[config.mk]
export PLATFORM = sky130hd
export DESIGN_NAME = bounded_queue_service_monitor_unit
export DESIGN_NICKNAME = d
export VERILOG_FILES = /design/src/hw/rtl/bqsm_pkg.sv /design/src/hw/rtl/bounded_queue_service_monitor_unit.sv /design/src/hw/rtl/bqsm_line.sv
export SDC_FILE = /design/constraint.sdc
export NUM_CORES = 2
export LEC_CHECK = 0
export BUFFER_PORTS_ARGS = -buffer_cell sky130_fd_sc_hd__buf_2
export CAP_MARGIN = 20
export CORE_UTILIZATION = 50
export CTS_CLUSTER_SIZE = 16
export DETAILED_ROUTE_END_ITERATION = 8
export PLACE_DENSITY = 0.64
export RECOVER_POWER = 50
export SYNTH_ARGS = -nofsm -noshare
export SYNTH_HDL_FRONTEND = slang
export SYNTH_SLANG_ARGS = --single-unit
export TNS_END_PERCENT = 1
[constraint.sdc]
create_clock -name clk_i -period 10 [get_ports clk_i]
set_clock_uncertainty 0.1 [all_clocks]
set_input_delay 0.5 -clock clk_i [delete_from_list [all_inputs] [get_ports clk_i]]
set_output_delay 0.5 -clock clk_i [all_outputs]
set_load 0.01 [all_outputs]
[src/hw/rtl/bqsm_pkg.sv]
// Shared constants, register codes and the line event struct of the queue monitor.
// No dependencies.
package bqsm_pkg;

  // Line store geometry
  localparam int QueueDepth = 64;
  localparam int StampWidth = 32;
  localparam int PtrW       = (QueueDepth > 1) ? $clog2(QueueDepth) : 1;
  localparam int OccW       = $clog2(QueueDepth + 1);

  // Register and field widths
  localparam int BusyW    = 16;
  localparam int LimitW   = 7;
  localparam int CfgDataW = 16;
  localparam int CfgIdxW  = 1;
  localparam int ServedW  = 32;
  localparam int WaitW    = 48;
  localparam int LengthW  = 48;
  localparam int DropW    = 32;
  localparam int LineW    = 7;
  localparam int WaitSumW = ((StampWidth > WaitW) ? StampWidth : WaitW) + 1;

  // Register reset values
  localparam logic [BusyW-1:0]  ServiceTicksReset = 16'd1;
  localparam logic [LimitW-1:0] LineLimitReset    = 7'd64;

  // Register indexes
  typedef enum logic [CfgIdxW-1:0] {
    CfgServiceTicks = 1'b0,
    CfgLineLimit    = 1'b1
  } cfg_idx_e;

  // What one tick did to the line
  typedef struct packed {
    logic                  pop;
    logic                  drop;
    logic                  fwd;
    logic [OccW-1:0]       occ_start;
    logic [OccW-1:0]       occ_now;
    logic [StampWidth-1:0] tick;
  } line_evt_t;

endpackage

[src/hw/rtl/bounded_queue_service_monitor_unit.sv]
// Top level of the single-server bounded queue monitor: handshake, registers, totals.
// Depends on bqsm_pkg and bqsm_line.
//
// Usage:
//   Each input item is one tick carrying arrived_i, taken when in_valid_i and
//   in_ready_o are high. Each item gives exactly one result item on the
//   output channel (out_valid_o/out_ready_i) with the saturating totals
//   served, waited, line length and dropped, and the line length after the
//   tick.
//   Throughput: one item per cycle while out_ready_i keeps the result moving;
//   the line step runs in the accept cycle and the stamp memory is read there,
//   and the wait is summed in the middle stage before the output register.
//   A stalled receiver holds the result; one more item may enter and wait
//   in the middle stage, after which in_ready_o drops.
//   Reset clears all totals, the line and the tick count; service_ticks returns to 1
//   and line_limit to 64. The stamp memory is not cleared. The user must write
//   registers (cfg_we_i, cfg_idx_i, cfg_wdata_i) while idle, unchecked by the block.
module bounded_queue_service_monitor_unit (
  input  logic                          clk_i,
  input  logic                          rst_ni,
  input  logic                          in_valid_i,
  output logic                          in_ready_o,
  input  logic                          arrived_i,
  output logic                          out_valid_o,
  input  logic                          out_ready_i,
  output logic [bqsm_pkg::ServedW-1:0]  served_total_o,
  output logic [bqsm_pkg::WaitW-1:0]    wait_total_o,
  output logic [bqsm_pkg::LengthW-1:0]  length_total_o,
  output logic [bqsm_pkg::DropW-1:0]    dropped_total_o,
  output logic [bqsm_pkg::LineW-1:0]    line_now_o,
  input  logic                          cfg_we_i,
  input  logic [bqsm_pkg::CfgIdxW-1:0]  cfg_idx_i,
  input  logic [bqsm_pkg::CfgDataW-1:0] cfg_wdata_i
);

  logic [bqsm_pkg::BusyW-1:0]      service_ticks_q;
  logic [bqsm_pkg::LimitW-1:0]     line_limit_q;
  logic                            step, s1_move;
  logic                            s1_valid_q, out_valid_q;
  bqsm_pkg::line_evt_t             evt, s1_evt_q;
  logic [bqsm_pkg::StampWidth-1:0] stamp, stamp_eff, waited;
  logic [bqsm_pkg::WaitSumW-1:0]   wait_sum;
  logic [bqsm_pkg::LengthW:0]      length_sum;
  logic [bqsm_pkg::ServedW-1:0]    served_q, served_d;
  logic [bqsm_pkg::WaitW-1:0]      wait_q, wait_d;
  logic [bqsm_pkg::LengthW-1:0]    length_q, length_d;
  logic [bqsm_pkg::DropW-1:0]      dropped_q, dropped_d;
  logic [bqsm_pkg::LineW-1:0]      line_q;

  // Configuration writes
  always_ff @(posedge clk_i or negedge rst_ni) begin
    if (!rst_ni) begin
      service_ticks_q <= bqsm_pkg::ServiceTicksReset;
      line_limit_q    <= bqsm_pkg::LineLimitReset;
    end else if (cfg_we_i) begin
      unique case (bqsm_pkg::cfg_idx_e'(cfg_idx_i))
        bqsm_pkg::CfgServiceTicks: service_ticks_q <= cfg_wdata_i[bqsm_pkg::BusyW-1:0];
        bqsm_pkg::CfgLineLimit:    line_limit_q    <= cfg_wdata_i[bqsm_pkg::LimitW-1:0];
      endcase
    end
  end

  // Handshake: middle stage moves when the output register is free or being read
  assign s1_move    = s1_valid_q && (!out_valid_q || out_ready_i);
  assign in_ready_o = !s1_valid_q || s1_move;
  assign step       = in_valid_i && in_ready_o;

  bqsm_line u_line (
    .clk_i          (clk_i),
    .rst_ni         (rst_ni),
    .step_i         (step),
    .arrived_i      (arrived_i),
    .service_ticks_i(service_ticks_q),
    .line_limit_i   (line_limit_q),
    .evt_o          (evt),
    .stamp_o        (stamp)
  );

  // Hold the tick event for the summing stage
  always_ff @(posedge clk_i or negedge rst_ni) begin
    if (!rst_ni) begin
      s1_valid_q <= 1'b0;
    end else if (in_ready_o) begin
      s1_valid_q <= step;
    end
  end

  always_ff @(posedge clk_i) begin
    if (step) begin
      s1_evt_q <= evt;
    end
  end

  // Update saturating totals
  always_comb begin
    stamp_eff  = s1_evt_q.fwd ? s1_evt_q.tick : stamp;
    waited     = s1_evt_q.pop ? s1_evt_q.tick - stamp_eff : '0;
    wait_sum   = bqsm_pkg::WaitSumW'(wait_q) + bqsm_pkg::WaitSumW'(waited);
    wait_d     = (wait_sum[bqsm_pkg::WaitSumW-1:bqsm_pkg::WaitW] != '0) ? '1
               : wait_sum[bqsm_pkg::WaitW-1:0];
    length_sum = {1'b0, length_q} + (bqsm_pkg::LengthW + 1)'(s1_evt_q.occ_start);
    length_d   = length_sum[bqsm_pkg::LengthW] ? '1 : length_sum[bqsm_pkg::LengthW-1:0];
    served_d   = (s1_evt_q.pop && (served_q != '1)) ? served_q + 1'b1 : served_q;
    dropped_d  = (s1_evt_q.drop && (dropped_q != '1)) ? dropped_q + 1'b1 : dropped_q;
  end

  // Output register doubles as the accumulators
  always_ff @(posedge clk_i or negedge rst_ni) begin
    if (!rst_ni) begin
      out_valid_q <= 1'b0;
      served_q    <= '0;
      wait_q      <= '0;
      length_q    <= '0;
      dropped_q   <= '0;
      line_q      <= '0;
    end else begin
      if (s1_move) begin
        out_valid_q <= 1'b1;
        served_q    <= served_d;
        wait_q      <= wait_d;
        length_q    <= length_d;
        dropped_q   <= dropped_d;
        line_q      <= bqsm_pkg::LineW'(s1_evt_q.occ_now);
      end else if (out_ready_i) begin
        out_valid_q <= 1'b0;
      end
    end
  end

  assign out_valid_o     = out_valid_q;
  assign served_total_o  = served_q;
  assign wait_total_o    = wait_q;
  assign length_total_o  = length_q;
  assign dropped_total_o = dropped_q;
  assign line_now_o      = line_q;

endmodule

[src/hw/rtl/bqsm_line.sv]
// Line control of the queue monitor: stamp memory, pointers, occupancy, service countdown.
// Depends on bqsm_pkg.
module bqsm_line (
  input  logic                           clk_i,
  input  logic                           rst_ni,
  input  logic                           step_i,
  input  logic                           arrived_i,
  input  logic [bqsm_pkg::BusyW-1:0]     service_ticks_i,
  input  logic [bqsm_pkg::LimitW-1:0]    line_limit_i,
  output bqsm_pkg::line_evt_t            evt_o,
  output logic [bqsm_pkg::StampWidth-1:0] stamp_o
);

  // Stamp memory, one write and one read port
  logic [bqsm_pkg::StampWidth-1:0] stamp_mem [bqsm_pkg::QueueDepth];
  logic [bqsm_pkg::StampWidth-1:0] stamp_q;

  logic [bqsm_pkg::StampWidth-1:0] tick_q, tick_d;
  logic [bqsm_pkg::PtrW-1:0]       head_q, head_d, tail_q, tail_d;
  logic [bqsm_pkg::OccW-1:0]       occ_q, occ_d, occ_mid, limit_eff;
  logic [bqsm_pkg::BusyW-1:0]      busy_q, busy_d, busy_dec;
  logic                            push, drop, pop, fwd;

  // Clamp the limit to the store depth
  always_comb begin
    if (32'(line_limit_i) > 32'(bqsm_pkg::QueueDepth)) begin
      limit_eff = bqsm_pkg::OccW'(bqsm_pkg::QueueDepth);
    end else begin
      limit_eff = bqsm_pkg::OccW'(line_limit_i);
    end
  end

  // Decide push, drop and pop for this tick
  always_comb begin
    push     = arrived_i && (occ_q < limit_eff);
    drop     = arrived_i && !push;
    occ_mid  = occ_q + bqsm_pkg::OccW'(push);
    busy_dec = (busy_q != '0) ? busy_q - 1'b1 : busy_q;
    pop      = (busy_dec == '0) && (occ_mid != '0);
    // Entry written and taken in the same tick: memory read is stale
    fwd      = pop && (occ_q == '0);
    occ_d    = occ_mid - bqsm_pkg::OccW'(pop);
    busy_d   = pop ? service_ticks_i : busy_dec;
    tick_d   = tick_q + 1'b1;
    if (push) begin
      tail_d = (tail_q == bqsm_pkg::PtrW'(bqsm_pkg::QueueDepth - 1)) ? '0 : tail_q + 1'b1;
    end else begin
      tail_d = tail_q;
    end
    if (pop) begin
      head_d = (head_q == bqsm_pkg::PtrW'(bqsm_pkg::QueueDepth - 1)) ? '0 : head_q + 1'b1;
    end else begin
      head_d = head_q;
    end
  end

  // Advance control state once per accepted item
  always_ff @(posedge clk_i or negedge rst_ni) begin
    if (!rst_ni) begin
      tick_q <= '0;
      head_q <= '0;
      tail_q <= '0;
      occ_q  <= '0;
      busy_q <= '0;
    end else if (step_i) begin
      tick_q <= tick_d;
      head_q <= head_d;
      tail_q <= tail_d;
      occ_q  <= occ_d;
      busy_q <= busy_d;
    end
  end

  // Write the arrival stamp, read the head entry
  always_ff @(posedge clk_i) begin
    if (step_i && push) begin
      stamp_mem[tail_q] <= tick_q;
    end
    if (step_i) begin
      stamp_q <= stamp_mem[head_q];
    end
  end

  assign evt_o.pop       = pop;
  assign evt_o.drop      = drop;
  assign evt_o.fwd       = fwd;
  assign evt_o.occ_start = occ_q;
  assign evt_o.occ_now   = occ_d;
  assign evt_o.tick      = tick_q;
  assign stamp_o         = stamp_q;

endmodule

==> impl_metrics.env <==
export IMPL_outcome="finished with violations"
export IMPL_failing_checks="max-capacitance violations, max-slew violations"
export IMPL_clk_pin_slew_ns=0.06
export IMPL_post_cts_resize_count=0
export IMPL_worst_endpoint_arrival_ns=8.11
export IMPL_critical_path_endpoint_type="flop"
export IMPL_timing_hold_ws_ns=0.129
export IMPL_count_of_vias_placed_by_the_detailed_router=49100
export IMPL_max_vdd_ir_drop_mv=0.222
export IMPL_postSynth_asyncResetShare=0.108
export IMPL_launching_element_of_the_worst_setup_path="s1_valid_q$_DFFE_PN0N_"
export IMPL_synth_ff_latch_count=2388
export IMPL_unrepaired_setup_endpoints_after_global_routing="no"
export IMPL_ant_nets=0
export IMPL_antenna_found_initial=10
export IMPL_groute_usage_overall=0.248
export IMPL_power_per_cell_area_nw_per_um2=205
export IMPL_post_cts_setup_buffer_count=0
export IMPL_yosysUniqueCellTypes=81
export IMPL_die_height_um=441
export IMPL_register_area_um2=70500
export IMPL_post_route_cell_area_um2=108000
export IMPL_tns_ns=0
export IMPL_chipWidth_um=441
export IMPL_worstPathRequired_ns=10.49
export IMPL_mean_post_synth_cell_area_um2=20.0
export IMPL_worstSetupStartpointType="flop"
export IMPL_layout_commonest_cell="sky130_fd_sc_hd__edfxtp_1"
export IMPL_synth_nets=4935
export IMPL_yosysWarningCount=0
export IMPL_flow_area_growth_from_synthesis_pct=12.5
export IMPL_worst_r2r_startpoint="s1_valid_q$_DFFE_PN0N_"
export IMPL_drv_cap=35
export IMPL_port_buffer_cells=191
export IMPL_gp_routability_congestion=0.866
export IMPL_endpoints_failing_setup=0
export IMPL_detail_route_vias_per_cell=6.22
export IMPL_die_area_um2=195000
export IMPL_drt_wirelength_per_cell_um=30.4
export IMPL_synth_area_um2=96400
export IMPL_multi_input_area_um2=25500
export IMPL_final_min_clock_period_ns=7.61
export IMPL_cts_num_sinks=2388
export IMPL_cts_buffer_depth=3
export IMPL_synth_yosys_seq_area_share=0.730
export IMPL_crit_path_max_fanout=60
export IMPL_start_util=0.505
export IMPL_global_route_overflow_total=0
export IMPL_timing_final_crit_share=0.761
export IMPL_core_area_um2=191000
export IMPL_static_leakage_power_nw=35.4
export IMPL_drt_pass1_iterations=6
export IMPL_highest_count_cells_in_the_layout_ignoring_fill_and_taps="2129 x sky130_fd_sc_hd__edfxtp_1, 672 x sky130_fd_sc_hd__mux4_2, 267 x sky130_fd_sc_hd__clkbuf_1, 233 x sky130_fd_sc_hd__clkbuf_16, 222 x sky130_fd_sc_hd__dfrtp_1"
export IMPL_timing_worst_setup_path_type="reg2reg"
export IMPL_timing_max_transition_violations_final=2347
export IMPL_fmax_ghz=0.131
export IMPL_finish_utilization=0.569
export IMPL_drt_drc_violations_left=0
export IMPL_count_of_standard_cell_rows=160
export IMPL_initialDrtViolationCount=5452
export IMPL_layout_filler_cells=14200
export IMPL_hp_start="cfg_idx_i"
export IMPL_nets=5293
export IMPL_synth_flop_cell="sky130_fd_sc_hd__edfxtp_1"
export IMPL_clock_tree_from_tritoncts="done"
export IMPL_hold_path_class="in2reg"
export IMPL_skew_pair_late_insertion_delay_ns=0.88
export IMPL_report_power_total_w=0.0222
export IMPL_placed_cell_area_um2=101000
export IMPL_slew_headroom=-2.19
export IMPL_postRouteWirelength_um=239000
export IMPL_io_pins=192
export IMPL_via_count_of_the_first_global_routing_pass=48900
export IMPL_finalHoldViolCount=0
export IMPL_cts_inserted_buffers=230
export IMPL_hpwlAfterDp_um=133000
export IMPL_cts_hold_repair_buffers=21
export IMPL_ctsRootBufferMaster="sky130_fd_sc_hd__clkbuf_16"
export IMPL_cts_max_level=4
export IMPL_max_slew_worst_pin_slew_ns=4.78
export IMPL_grt_max_degree=116
export IMPL_grt_first_pass_wirelength_um=345000
export IMPL_synth_enable_flop_cells=2129
export IMPL_synthCells=4819
export IMPL_layout_cell_share_with_drive_strength_beyond_1=0.238
[cells by family after synthesis]
family | share of synthesized area
xor gates and xnor gates | 0.0177
and+or+nand+nor | 0.0402
buffers and inverters | 0.0108
adders and majority gates | 0.0123
AOI/OAI and AO/OA | 0.0231
muxes | 0.166
DFF | 0.730
[worst max-delay path: stages (launching register included)]
cell and delay (ns):
sky130_fd_sc_hd__dfrtp_1 0.41, sky130_fd_sc_hd__nand3b_1 0.17, sky130_fd_sc_hd__nand2_1 0.15, sky130_fd_sc_hd__clkbuf_1 0.93, sky130_fd_sc_hd__clkinvlp_2 2.27, sky130_fd_sc_hd__o211ai_1 1.36, sky130_fd_sc_hd__nor2_1 0.25, sky130_fd_sc_hd__nand3b_1 0.89
sky130_fd_sc_hd__nor2_4 0.39, sky130_fd_sc_hd__buf_4 0.37
[stage by stage]
stage | setup WS (ns) | std cells
after floorplan | 4.67 | 4819
after global placement | 3.84 | 7431
after detailed placement | 3.71 | 7433
after CTS | 3.66 | 7878
after global routing | 1.94 | 7881
final | 2.39 | 7887
[power by group]
group	switching [W]	internal (W)
Combinational	0.00144	0.000772
Clock	0.00369	0.00467
Sequential	0.000293	0.0113
Total	0.00543	0.0168
[layer usage]
layer,GRT usage,part of all wire,up-vias
met1,0.347,0.41,26100
li1,-,-,20600
met5,0,0.00011,-
met2,0.408,0.49,1996
met3,0.0398,0.076,320
met4,0.0675,0.026,4
[cell usage after synthesis, drive strengths merged, types with 62 or more instances]
| cell type | count | area (um2) |
|---|---|---|
| xnor2 | 121 | 1060 |
| nand3 | 103 | 526 |
| a21oi | 92 | 460 |
| mux4 | 672 | 15100 |
| o21ai | 62 | 310 |
| nand2 | 208 | 783 |
| dfrtp | 257 | 6430 |
| clkbuf | 169 | 636 |
| xor2 | 74 | 648 |
| ha | 90 | 1130 |
| edfxtp | 2129 | 63900 |
| nor2 | 184 | 691 |
[state kept, by name, summed over array words and instances (netlist names), 7 cells and up]
name	count
wait_total_o	48
s1_evt_q	49
length_total_o	48
u_line.tick_q	32
u_line.stamp_mem	2048
u_line.stamp_o	32
served_total_o	32
u_line.occ_q	7
dropped_total_o	32
line_limit_q	7
line_now_o	7
u_line.busy_q	16
service_ticks_q	16
[final timing paths]
| kind | cells past startpoint | slack (ns) | to |
|---|---|---|---|
| hold / removal | 4 | 0.13 | service_ticks_q[3]$_DFFE_PN0P_ |
| max in group asynchronous | 4 | 4.40 | u_line.head_q[2]$_DFFE_PN0P_ |
| setup / recovery | 9 | 2.39 | u_line.stamp_mem[25][0]$_DFFE_PP_ |
| setup reg to reg | 9 | 2.39 | u_line.stamp_mem[25][0]$_DFFE_PP_ |
| min in group asynchronous | 2 | 1.84 | dropped_total_o[5]$_DFFE_PN0P_ |
| hold reg to reg | 2 | 0.35 | line_now_o[0]$_DFFE_PN0P_ |
[final cells by class]
type | count | area share
tap | 2511 | 0.0290
sequential | 2388 | 0.650
clock buffer | 301 | 0.0566
clock inverter | 123 | 0.00994
timing repair buffer | 347 | 0.0183
inverter | 50 | 0.00174
multi-input combinational | 2160 | 0.235
antenna | 7 | 0.000161
No activity file was read; power rests on OpenSTA's default activity.
